==> config.mk <==
export PLATFORM = sky130hd
export DESIGN_NAME = sensor_frame_checker_decoder_unit
export DESIGN_NICKNAME = d
export VERILOG_FILES = /design/src/hdl/sfcd_pkg.sv /design/src/hdl/sensor_frame_checker_decoder_unit.sv
export SDC_FILE = /design/constraint.sdc
export NUM_CORES = 1
export LEC_CHECK = 0
export ABC_AREA = 1
export BUFFER_PORTS_ARGS = -buffer_cell sky130_fd_sc_hd__buf_2
export CORE_ASPECT_RATIO = 2
export CORE_MARGIN = 3
export CORE_UTILIZATION = 56
export DETAILED_ROUTE_END_ITERATION = 6
export GPL_ROUTABILITY_DRIVEN = 0
export PLACE_DENSITY = 0.73
export SETUP_SLACK_MARGIN = 0.02
export SLEW_MARGIN = 20
export SYNTH_ARGS = -nofsm -noshare
export SYNTH_HDL_FRONTEND = slang
export SYNTH_SLANG_ARGS = --single-unit
export TNS_END_PERCENT = 10
==> constraint.sdc <==
create_clock -name clock -period 2.3 [get_ports clock]
set_clock_uncertainty 0.05 [all_clocks]
set_input_delay 0.23 -clock clock [delete_from_list [all_inputs] [get_ports clock]]
set_output_delay 0.23 -clock clock [all_outputs]
set_load 0.02 [all_outputs]
==> src/hdl/sfcd_pkg.sv <==
// Shared types and constants for the sensor frame checker and decoder.
package sfcd_pkg;

   localparam int FRAME_BYTES_DEF = 20;
   localparam int LEN_EXT_W       = 9;
   localparam int LEN_BIAS        = 5;
   localparam int FLAGS_POS       = 2;
   localparam int LEN_POS         = 3;
   localparam int VAL0_HI_POS     = 4;
   localparam int VAL0_LO_POS     = 5;
   localparam int VAL1_HI_POS     = 6;
   localparam int VAL1_LO_POS     = 7;
   localparam int FLAG_TEMP_BIT   = 0;
   localparam int FLAG_HUM_BIT    = 1;
   localparam int RSP_DATA_W      = 40;

   typedef enum logic [1:0] {
      STAT_GOOD     = 2'd0,
      STAT_TOO_LONG = 2'd1,
      STAT_BAD_SUM  = 2'd2
   } status_type;

   typedef enum logic {
      ACT_BYTE = 1'b0,
      ACT_END  = 1'b1
   } action_type;

   typedef enum logic [2:0] {
      ST_IDLE,
      ST_LEN_RD,
      ST_LEN_CHK,
      ST_WALK,
      ST_FINISH
   } state_type;

endpackage

==> src/hdl/sensor_frame_checker_decoder_unit.sv <==
// Top level: frame store, checksum sequencer and sensor value decoder.
//
//  channel | dir | tdata                                  | tuser
//  req     | in  | [7:0] rx_byte                          | [0] action
//  rsp     | out | status, temp_upd, temp, hum_upd, hum   | -
//
// A received byte is taken only in the idle state. An end marker starts a walk of len bytes
// (len = byte3 + 5, at most FRAME_BYTES); a too-long frame skips the walk. The single read
// port of the frame store is walked one byte per cycle by the checksum adder.
// Synchronous reset clears control, the store valid bits and the kept values.
// One result waits in the output register; the block stays in its final step while it is full.
module sensor_frame_checker_decoder_unit #(
   parameter int FRAME_BYTES = sfcd_pkg::FRAME_BYTES_DEF
) (
   input  logic                          clock,
   input  logic                          reset,
   input  logic                          req_tvalid,
   output logic                          req_tready,
   input  logic [7:0]                    req_tdata,  // [7:0] rx_byte
   input  logic                          req_tuser,  // [0] action
   output logic                          rsp_tvalid,
   input  logic                          rsp_tready,
   // [1:0] status, [2] temp_updated, [18:3] temperature, [19] hum_updated,
   // [35:20] humidity, [39:36] zero
   output logic [sfcd_pkg::RSP_DATA_W-1:0] rsp_tdata
);
   import sfcd_pkg::*;

   localparam int LEN_W  = $clog2(FRAME_BYTES + 1);
   localparam int ADDR_W = $clog2(FRAME_BYTES);

   state_type               state_ff, state_in;
   logic [7:0]              mem [FRAME_BYTES];
   logic [FRAME_BYTES-1:0]  valid_ff;
   logic [7:0]              rd_data_ff;
   logic [ADDR_W-1:0]       rd_addr;
   logic                    wr_en;
   logic [LEN_W-1:0]        wpos_ff, wpos_in;
   logic [LEN_W-1:0]        len_ff, len_in;
   logic [LEN_W-1:0]        cnt_ff, cnt_in;
   logic [LEN_W-1:0]        pidx_ff, pidx_in;
   logic [7:0]              sum_ff, sum_in;
   logic                    match_ff, match_in;
   logic                    too_long_ff, too_long_in;
   logic [7:0]              flags_ff, flags_in;
   logic [7:0]              b4_ff, b4_in, b5_ff, b5_in, b6_ff, b6_in, b7_ff, b7_in;
   logic [15:0]             temp_ff, temp_in, hum_ff, hum_in;
   logic                    rsp_valid_ff, rsp_valid_in;
   logic [RSP_DATA_W-1:0]   rsp_data_ff, rsp_data_in;
   logic [LEN_EXT_W-1:0]    len_ext;
   logic                    req_fire;
   logic                    t_up, h_up;
   status_type              status;
   logic [15:0]             temp_new, hum_new;

   assign req_tready = (state_ff == ST_IDLE);
   assign req_fire   = req_tvalid && req_tready;
   assign wr_en      = req_fire && (action_type'(req_tuser) == ACT_BYTE)
                       && (wpos_ff < LEN_W'(FRAME_BYTES));
   assign rsp_tvalid = rsp_valid_ff;
   assign rsp_tdata  = rsp_data_ff;
   assign len_ext    = {1'b0, rd_data_ff} + LEN_EXT_W'(LEN_BIAS);

   always_ff @(posedge clock) begin
      if (wr_en) begin
         mem[wpos_ff[ADDR_W-1:0]] <= req_tdata;
      end
      if (rd_addr < ADDR_W'(FRAME_BYTES - 1) || rd_addr == ADDR_W'(FRAME_BYTES - 1)) begin
         rd_data_ff <= valid_ff[rd_addr] ? mem[rd_addr] : 8'd0;
      end else begin
         rd_data_ff <= 8'd0;
      end
   end

   always_ff @(posedge clock) begin
      if (reset) begin
         state_ff     <= ST_IDLE;
         valid_ff     <= '0;
         wpos_ff      <= '0;
         temp_ff      <= '0;
         hum_ff       <= '0;
         rsp_valid_ff <= 1'b0;
      end else begin
         state_ff     <= state_in;
         wpos_ff      <= wpos_in;
         temp_ff      <= temp_in;
         hum_ff       <= hum_in;
         rsp_valid_ff <= rsp_valid_in;
         if (wr_en) begin
            valid_ff[wpos_ff[ADDR_W-1:0]] <= 1'b1;
         end
      end
   end

   always_ff @(posedge clock) begin
      len_ff      <= len_in;
      cnt_ff      <= cnt_in;
      pidx_ff     <= pidx_in;
      sum_ff      <= sum_in;
      match_ff    <= match_in;
      too_long_ff <= too_long_in;
      flags_ff    <= flags_in;
      b4_ff       <= b4_in;
      b5_ff       <= b5_in;
      b6_ff       <= b6_in;
      b7_ff       <= b7_in;
      rsp_data_ff <= rsp_data_in;
   end

   always_comb begin
      state_in     = state_ff;
      wpos_in      = wpos_ff;
      len_in       = len_ff;
      cnt_in       = cnt_ff;
      pidx_in      = pidx_ff;
      sum_in       = sum_ff;
      match_in     = match_ff;
      too_long_in  = too_long_ff;
      flags_in     = flags_ff;
      b4_in        = b4_ff;
      b5_in        = b5_ff;
      b6_in        = b6_ff;
      b7_in        = b7_ff;
      temp_in      = temp_ff;
      hum_in       = hum_ff;
      rsp_data_in  = rsp_data_ff;
      rsp_valid_in = rsp_valid_ff && !rsp_tready;
      rd_addr      = cnt_ff[ADDR_W-1:0];
      t_up         = 1'b0;
      h_up         = 1'b0;
      status       = STAT_GOOD;
      temp_new     = {b4_ff, b5_ff};
      hum_new      = flags_ff[FLAG_TEMP_BIT] ? {b6_ff, b7_ff} : {b4_ff, b5_ff};

      unique case (state_ff)
         ST_IDLE: begin
            if (req_fire) begin
               if (action_type'(req_tuser) == ACT_END) begin
                  wpos_in  = '0;
                  state_in = ST_LEN_RD;
               end else if (wr_en) begin
                  wpos_in = wpos_ff + LEN_W'(1);
               end
            end
         end
         ST_LEN_RD: begin
            rd_addr  = ADDR_W'(LEN_POS);
            state_in = ST_LEN_CHK;
         end
         ST_LEN_CHK: begin
            too_long_in = len_ext > LEN_EXT_W'(FRAME_BYTES);
            len_in      = len_ext[LEN_W-1:0];
            match_in    = 1'b0;
            sum_in      = 8'd0;
            b5_in       = 8'd0;
            b6_in       = 8'd0;
            b7_in       = 8'd0;
            rd_addr     = '0;
            pidx_in     = '0;
            cnt_in      = LEN_W'(1);
            state_in    = too_long_in ? ST_FINISH : ST_WALK;
         end
         ST_WALK: begin
            if (pidx_ff == len_ff - LEN_W'(1)) begin
               match_in = (sum_ff == rd_data_ff);
            end else begin
               sum_in = sum_ff + rd_data_ff;
            end
            if (pidx_ff == LEN_W'(FLAGS_POS))   flags_in = rd_data_ff;
            if (pidx_ff == LEN_W'(VAL0_HI_POS)) b4_in    = rd_data_ff;
            if (pidx_ff == LEN_W'(VAL0_LO_POS)) b5_in    = rd_data_ff;
            if (pidx_ff == LEN_W'(VAL1_HI_POS)) b6_in    = rd_data_ff;
            if (pidx_ff == LEN_W'(VAL1_LO_POS)) b7_in    = rd_data_ff;
            if (cnt_ff < len_ff) begin
               rd_addr = cnt_ff[ADDR_W-1:0];
               pidx_in = cnt_ff;
               cnt_in  = cnt_ff + LEN_W'(1);
            end else begin
               state_in = ST_FINISH;
            end
         end
         ST_FINISH: begin
            if (too_long_ff) begin
               status = STAT_TOO_LONG;
            end else if (!match_ff) begin
               status = STAT_BAD_SUM;
            end else begin
               status = STAT_GOOD;
               t_up   = flags_ff[FLAG_TEMP_BIT];
               h_up   = flags_ff[FLAG_HUM_BIT];
            end
            if (!rsp_valid_ff || rsp_tready) begin
               if (t_up) temp_in = temp_new;
               if (h_up) hum_in  = hum_new;
               rsp_data_in  = {4'd0, hum_in, h_up, temp_in, t_up, status};
               rsp_valid_in = 1'b1;
               state_in     = ST_IDLE;
            end
         end
         default: begin
            state_in = ST_IDLE;
         end
      endcase
   end

endmodule

==> impl_metrics.ini, run 1 <==
[synth]
synth_fa_ha_area_share_pct = 1.85
synth-async-reset-ratio_pct = 0
synthCells = 1338
synth_top_family_by_area = simple AND/OR/NAND/NOR gates
synthSimpleGateAreaFrac_pct = 19.4
yosysWarnings = 0
synth-xor-area-share_pct = 0.817
synth_compound_area_share_pct = 6.00
seq_area_frac_synth_pct = 64.8
synthTopCellsByCount = edfxtp_1, nand2_1, nor2_1
ys_types = 38
synth_edf_count = 255
yosysMostFrequentCell = edfxtp_1
ys_ff_latch = 324
synthTopCellsByArea = edfxtp_1, dfxtp_1, nand3_1
synth.avg_cell_area_um2 = 10.4
synth_top_area_share_pct = 54.9
synthMuxAreaShare_pct = 0
yosys.area.top_type = edfxtp_1
synth_area_mm2 = 0.0139
ys.flop_type = edfxtp_1

[floorplan]
io_pins = 55
die_area_mm2 = 0.0269
core_area_mm2 = 0.0245
die_h_um = 229
initial_core_util_pct = 56.8
row_count = 81
die_width_um = 118

[cells_and_area]
antenna_cells = 0
multi_input_area_mm2 = 0.00394
drive_above_1_share_pct = 11.8
syn2layout_area_growth_pct = 13.0
regArea_mm2 = 0.00904
nFillCells = 1933
final_cell_area_mm2 = 0.0158
fin_nets = 1446

[grt]
grt_max_degree = 55
grt_remaining_overflow = 0
grt_pass1_wl_um = 51300
grt_busiest_layer = met2
grtUsageMet3_pct = 3.01
met1_usage_pct = 22.1
use_met2_pct = 50.4
grt_pass1_vias = 9501
antenna_found_initial = 0
grt_use_total_pct = 24.8

[power_and_ir_drop]
p_per_area_mw_per_mm2 = 1190
p_leak_nw = 6.17
peakVddDrop_uv = 671

[routing]
drt_iter0_drc = 783
avgRoutedWirePerCell_um = 18.9
avgViaCountPerCell = 5.44
wl_um = 33400
num_vias = 9614
first_pass_iters = 6
drc_errors = 0
ant_nets = 0

[hold_path]
hold-path-endpoint = wpos_ff[0]
hp-start = req_tvalid
hp-class = in -> reg
holdPathStages = 5

[worst_setup_path]
slowest_delay_ns = 0.41
cp_slowest_cell = dfxtp_1
path_cells = inv_2 > nand3_2 > nand2_2 > nand2_2 > buf_12 > nand2_1 > nand3_1 > nand3_1 > nand3_1 > nand3_1 > nand2_1 > nor2_1
critPathMostFrequentCell = nand3_1
r2r_cells = 12
cp-end-kind = register
worst-path-max-fanout = 34
crit_type = reg -> reg
arrival_ns = 2.52
critPathRequiredTime_ns = 2.69
rr_endpoint = rd_data_ff[0]
r2r-start = state_ff[1]
start_kind = register
r2r_setup_slack_ns = 0.18

[placed_design]
port_buffers = 50
placed_area_mm2 = 0.0148
pre_cts_ws_ns = 0.166
hpwl_um = 23800

[timing]
min_period_ns = 2.12
timing.final.crit_share_pct = 92.3
whs_ns = 0.0313
setup_viol = 0
rsz0062_at_grt = true
drv_slew = 0
hold_violations = 0
maxSlewHeadroom_pct = 44.9
setup_ws_ns = 0.177
fmax_mhz = 471
tightestPinTransition_ns = 0.825

[clock_tree]
worstSkewPairLatency_ns = 0.56
h-tree-depth = 1
cts_inserted_buffers = 29
cts_sinks = 324
clockRootBuffer = clkbuf_16
clk_pin_slew_ns = 0.07
clock_path_buffers = 3
cts_tree = built
postCtsSetupBuffers = 0

[job]
drv_cap = 0

[run_status]
outcome = finished clean
[placed cells by master (no fill, tap or decap), types with 7 or more instances in the layout]
master	Yosys	final
o21a_1	9	9
nor2_1	174	171
nand3b_1	49	49
o21ai_0	67	67
ha_1	19	19
clkbuf_16	0	29
o221ai_1	8	8
clkbuf_1	24	8
xnor2_1	7	7
buf_4	9	49
dfxtp_1	69	68
nand3_1	159	159
buf_2	28	50
a211oi_1	16	16
a31oi_1	16	16
nand2_1	194	193
edfxtp_1	255	255
inv_2	8	8
a21oi_1	19	19
inv_1	165	164
[through the flow]
stage / utilization (%) / cells / total power [mW] / TNS, ns
after global routing: 64.2 / 1767 / 19.8 / -0.0480
after floorplan: - / 1341 / 11.9 / 0
after detailed placement: 60.3 / 1712 / 14.0 / 0
after global placement: 60.3 / 1712 / 13.8 / 0
after CTS: 64.2 / 1767 / 18.8 / 0
final: 64.2 / 1767 / 18.8 / 0
[worst max-delay path: cells and delay by family (launching register included)]
family	cells	cell delay, ns
DFF	1	0.41
buffers and inverters	2	0.28
and+or+nand+nor	10	1.25
[how the worst max path moves through the flow]
stage,cells past startpoint,slack (ns),end,startpoint
floorplan,3,0.31,b7_ff[0],pidx_ff[3]
CTS,8,0.15,mem[9][4],state_ff[0]
global placement,8,0.24,mem[12][3],state_ff[0]
detailed placement,8,0.17,mem[9][2],state_ff[0]
finish,12,0.18,rd_data_ff[0],state_ff[1]
global route,8,-0.007,mem[12][5],state_ff[0]
[cell families (layout without fill, tap and decap cells)]
| kind of cell | after synthesis | after routing |
|---|---|---|
| XOR/XNOR | 13 | 13 |
| adder cells (fa/ha/maj) | 20 | 20 |
| other | 1 | 4 |
| AND/OR/NAND/NOR | 599 | 599 |
| AO/OA/AOI/OAI | 142 | 142 |
| flip-flops | 324 | 324 |
| buffers and inverters | 239 | 333 |
[state kept, by name, indices dropped and copies added, names as in the netlist]
name and count:
b4_ff 8, b5_ff 8, b6_ff 8, b7_ff 8, cnt_ff 5, flags_ff 2, hum_ff 16, len_ff 5
match_ff 1, mem 160, pidx_ff 5, rd_data_ff 8, rsp_tdata 36, rsp_tvalid 1, state_ff 3, sum_ff 8
temp_ff 16, too_long_ff 1, valid_ff 20, wpos_ff 5
[area by class of cell]
| class | count | area share [%] |
|---|---|---|
| flip-flops and latches | 324 | 57.4 |
| repair buffers | 107 | 4.81 |
| clock inverters | 15 | 1.16 |
| well taps | 332 | 2.64 |
| multi-input cells | 778 | 25.0 |
| clock buffers | 38 | 4.88 |
| inverters | 173 | 4.12 |
[per-layer routing]
metal,up-vias,share of wire (%)
met1,4532,31
met5,-,0
met3,107,3.9
li1,4666,-
met2,309,58
met4,0,7.1
[power by group]
part | internal, mW | switching, mW | leakage (nW)
clock network | 2.81 | 2.07 | 0.466
logic | 2.00 | 4.27 | 2.82
registers | 7.25 | 0.381 | 2.89
[repair_timing]
| item | 4_1_cts | 5_1_grt |
|---|---|---|
| endpoints found under the hold margin | 2 | 0 |
| resized for setup | 0 | 2 |
| hold buffers | 2 | 0 |
| setup endpoints to repair | 0 | 26 |
Power figures use the tool's default switching activity.
==> inputs of run 2 (changes only) <==
- ABC_AREA: 1 -> not set
- MAX_ROUTING_LAYER: not set -> met4
- PLACE_DENSITY: 0.73 -> 0.85
==> impl_metrics.ini, run 2 <==
[grt]
grtUsageMet3_pct = 4.47
grt_busiest_layer = met2
grt_use_total_pct = 28.1
use_met2_pct = 50.1
grt_max_degree = 69
met1_usage_pct = 26.5
grt_pass1_wl_um = 54300
grt_pass1_vias = 9902
grt_remaining_overflow = 0
antenna_found_initial = 0

[placed_design]
place_inst = 1474
placed_area_mm2 = 0.0150
port_buffers = 50
hpwl_um = 24800

[routing]
drc_errors = 0
avgViaCountPerCell = 6.51
drt_iter0_drc = 1100
num_vias = 10081
ant_nets = 0
first_pass_iters = 6
avgRoutedWirePerCell_um = 24.5
wl_um = 38000

[floorplan]
die_h_um = 227
row_count = 80
core_area_mm2 = 0.0240
io_pins = 55
die_area_mm2 = 0.0265
die_width_um = 117
initial_core_util_pct = 57.1

[synth]
synth_area_mm2 = 0.0137
ys.flop_type = edfxtp_1
yosys.area.top_type = edfxtp_1
synth_edf_count = 255
yosysMostFrequentCell = edfxtp_1
synthTopCellsByCount = edfxtp_1, nor2_1, nand2_1
synthTopCellsByArea = edfxtp_1, dfxtp_1, nor2_1
synth_top_area_share_pct = 55.9
synth-async-reset-ratio_pct = 0
ys_ff_latch = 324
synth.avg_cell_area_um2 = 12.7
seq_area_frac_synth_pct = 65.9
synthCells = 1078
yosysWarnings = 0
ys_types = 69

[power_and_ir_drop]
p_leak_nw = 5.85
p_per_area_mw_per_mm2 = 805
total_power_mw = 13.2
peakVddDrop_uv = 676

[worst_setup_path]
slowest_delay_ns = 0.51
cp_slowest_cell = edfxtp_1
r2r_cells = 7
cp.depth = 7
path_cells = o21bai_4 > a22o_4 > buf_4 > a2111oi_1 > o31ai_1 > buf_4 > a22oi_1
path_buf_inv = 2
worst-path-max-fanout = 10
critPathMostFrequentCell = buf_4
cp-end-kind = register
crit_family = compound AO/OA/AOI/OAI gates
arrival_ns = 2.86
critPathRequiredTime_ns = 2.71
crit_type = reg -> reg
start_kind = register

[timing]
min_period_ns = 2.44
setup_viol = 18
rsz0062_at_grt = true
maxSlewHeadroom_pct = 50.0
tightestPinTransition_ns = 0.750
setup_ws_ns = -0.145
drv_slew = 0
whs_ns = 0.0198
timing.final.crit_share_pct = 106
fmax_mhz = 409
hold_violations = 0

[cells_and_area]
final_common_cell = edfxtp_1
antenna_cells = 0
final_cells = 1548
final_cell_area_mm2 = 0.0165
final_util_pct = 68.5
fin_nets = 1274
nFillCells = 1531
drive_above_1_share_pct = 25.9
final_cell_mix = edfxtp_1, nor2_1, buf_4
largest_reg_flops = 160
syn2layout_area_growth_pct = 20.1

[clock_tree]
cts_inserted_buffers = 27
clock_path_buffers = 3
h-tree-depth = 1
clk_pin_slew_ns = 0.07
cts_sinks = 324
cts_tree = built
clockRootBuffer = clkbuf_16
worstSkewPairLatency_ns = 0.56

[hold_path]
holdPathStages = 3
hp-class = in -> reg

[job]
drv_cap = 0

[run_status]
violations = negative setup slack
outcome = complete, but fails checks
-- run 2: changes by cell type after synthesis, moves of 30 or more --
cell / delta
nor2_1: -30
a21oi_1: +37
nand3_1: -153
nand3b_1: -46
mux2i_1: +35
inv_1: -139
nand2_1: -124
-- run 2: metal layers --
layer / vias up / wire length (µm)
met5: - / 0
met4: 0 / 3690
met3: 278 / 3100
met2: 653 / 20100
met1: 4803 / 11100
li1: 4347 / -
-- run 2: power by group --
group / switching (mW) / internal (mW) / total [mW] / leakage [nW]
combinational: 1.27 / 0.923 / 2.19 / 2.57
clock: 2.02 / 2.47 / 4.48 / 0.408
sequential: 0.117 / 6.46 / 6.58 / 2.88
total: 3.40 / 9.85 / 13.2 / 5.85
-- run 2: repair_timing --
action,CTS,global route
setup buffers,4,16
endpoints found under the hold margin,1,0
cloned,1,2
gates resized for setup,29,69
pin swaps,5,14
setup endpoints to repair,176,171
hold buffers,2,0
-- run 2: final cells by class --
cell class	instances	area, µm²	area share [%]
Clock buffer	40	744	4.52
Timing Repair Buffer	196	1540	9.37
Multi-Input combinational cell	666	4570	27.8
Tap cell	287	359	2.18
Sequential cell	324	9050	55.0
Inverter	26	97.6	0.593
Clock inverter	9	98.8	0.601
-- run 2: path summary, 6_finish.rpt --
kind                                 endpoint  slack (ns)  startpoint
worst max-delay path            rd_data_ff[5]       -0.14   cnt_ff[1]
worst min-delay path               rsp_tvalid        0.02  rsp_tready
worst max register to register  rd_data_ff[5]       -0.14   cnt_ff[1]
worst min register to register      hum_ff[0]        0.41   hum_ff[0]
-- run 2: worst reg2reg max path, cell delays in order, from the launching register on --
cell       delay (ns)
edfxtp_1         0.51
o21bai_4         0.25
a22o_4           0.32
buf_4            0.18
a2111oi_1        0.49
o31ai_1          0.15
buf_4            0.19
a22oi_1          0.21
-- run 2: per-stage QoR --
step                      setup slack [ns]  TNS, ns
after floorplan                     -0.117   -18.54
after global placement             -0.0870    -2.16
after detailed placement            -0.169    -6.79
after CTS                           0.0103        0
after global routing                -0.226    -3.01
final                               -0.145   -0.472
-- run 2: kinds of logic after synthesis --
kind of cell	synth area share, %
flops	65.9
simple gates	10.3
compound gates	11.6
buf+inv	2.83
mux	6.42
fa+ha+maj	1.88
xor+xnor	1.02
other cells	0.0274
==> inputs of run 3 (changes only) <==
- CORE_UTILIZATION: 56 -> 60
- PLACE_DENSITY: 0.85 -> 0.87
- clock period: 2.3 -> 2.55 ns (I/O delays scaled with it)
==> impl_metrics.ini, run 3 (synthesized netlist as in run 2, its figures left out) <==
[run_status]
outcome = finished clean

[worst_setup_path]
cp-end-kind = register
worst-path-max-fanout = 9
arrival_ns = 2.71
r2r_setup_slack_ns = 0.06
worstSetupStartpoint = state_ff[1]
rr_endpoint = mem[16][0]
r2r-start = state_ff[1]
start_kind = register
crit_end = mem[16][0]
crit_type = reg -> reg
r2r_cells = 6
critPathRequiredTime_ns = 2.77

[grt]
grt_pass1_wl_um = 53000
antenna_found_initial = 0
grt_max_degree = 69
grt_pass1_vias = 9532
grt_use_total_pct = 29.0
grt_remaining_overflow = 0

[power_and_ir_drop]
peakVddDrop_uv = 742
total_power_mw = 11.7
p_leak_nw = 5.47
p_per_area_mw_per_mm2 = 745

[clock_tree]
clk_pin_slew_ns = 0.08
cts_tree = built
clockRootBuffer = clkbuf_16
h-tree-depth = 1
clock_path_buffers = 3
worstSkewPairLatency_ns = 0.57
cts_inserted_buffers = 27
cts_sinks = 324

[timing]
fmax_mhz = 402
drv_slew = 0
timing.final.crit_share_pct = 97.5
setup_viol = 0
maxSlewHeadroom_pct = 51.0
min_period_ns = 2.49
hold_violations = 0
tightestPinTransition_ns = 0.735
rsz0062_at_grt = true
finalSetupTns_ns = 0

[routing]
num_vias = 9443
avgViaCountPerCell = 6.40
ant_nets = 0
wl_um = 34700
drt_iter0_drc = 1275
wl_met2_um = 18600
met1_length_um = 10600
first_pass_iters = 6
avgRoutedWirePerCell_um = 23.5
drc_errors = 0
met3_length_um = 2360
highest_layer = met4

[floorplan]
row_count = 77
die_h_um = 220
core_area_mm2 = 0.0223
initial_core_util_pct = 61.6
die_area_mm2 = 0.0248
io_pins = 55
die_width_um = 113

[placed_design]
placed_area_mm2 = 0.0147
place_inst = 1423
port_buffers = 50
hpwl_um = 24300

[cells_and_area]
antenna_cells = 0
final_cell_mix = edfxtp_1, nor2_1, buf_4
final_cells = 1476
largest_reg_flops = 160
final_cell_area_mm2 = 0.0156
syn2layout_area_growth_pct = 14.2
final_util_pct = 70.3
nFillCells = 1422
drive_above_1_share_pct = 19.8
fin_nets = 1213
final_common_cell = edfxtp_1

[job]
drv_cap = 0

[hold_path]
hp-class = in -> reg
hp-start = rsp_tready
[run 3: cell type report]
type / count / area (µm²) / share of cell area, %
sequential: 324 / 9040 / 57.8
multi-input combinational: 666 / 4370 / 27.9
timing repair buffer: 135 / 922 / 5.89
clock buffer: 34 / 753 / 4.81
tap: 276 / 345 / 2.21
clock inverter: 15 / 116 / 0.744
inverter: 26 / 100 / 0.640
[run 3: per-stage QoR]
| step | hold WS (ns) | setup slack, ns |
|---|---|---|
| 2_1_floorplan | 0.301 | 0.0357 |
| 3_3_place_gp | 0.391 | 0.121 |
| 3_5_place_dp | 0.403 | 0.0300 |
| 4_1_cts | 0.0177 | 0.0228 |
| 5_1_grt | 0.0287 | -0.0441 |
| 6_report | 0.0274 | 0.0638 |
[run 3: what timing repair did]
| action | in CTS | in global routing |
|---|---|---|
| resized for setup | 2 | 20 |
| endpoints found under the setup margin | 7 | 80 |
| pin swaps | 1 | 0 |
| hold buffers | 2 | 0 |
| setup buffers | 2 | 0 |
| endpoints found under the hold margin | 2 | 0 |
[run 3: layer usage]
metal | vias up | global-route usage (%)
li1 | 4224 | -
met1 | 4546 | 27.3
met2 | 486 | 51.3
met3 | 187 | 5.39
met4 | 0 | 21.7
met5 | - | -
[run 3: worst min-delay path by stage]
stage | end | slack, ns | cells after the start
3_5_place_dp | hum_ff[13] | 0.40 | 2
4_1_cts | rsp_tvalid | 0.02 | 3
5_1_grt | rsp_tvalid | 0.03 | 3
2_1_floorplan | wpos_ff[4] | 0.30 | 1
3_3_place_gp | hum_ff[15] | 0.39 | 2
6_report | rsp_tvalid | 0.03 | 3
[run 3: critical path, stage by stage (launching register included)]
cell,delay (ns)
dfxtp_1,0.34
buf_4,0.17
or4b_1,0.62
nor3b_4,0.30
nand2_1,0.20
nor2_1,0.25
buf_4,0.24
[run 3: power breakdown]
part           switching, mW  total [mW]  internal, mW  leakage [nW]
clock                   1.90        4.10          2.21         0.422
sequential             0.114        5.94          5.83          2.88
combinational          0.997        1.62         0.620          2.17
total                   3.01        11.7          8.65          5.47
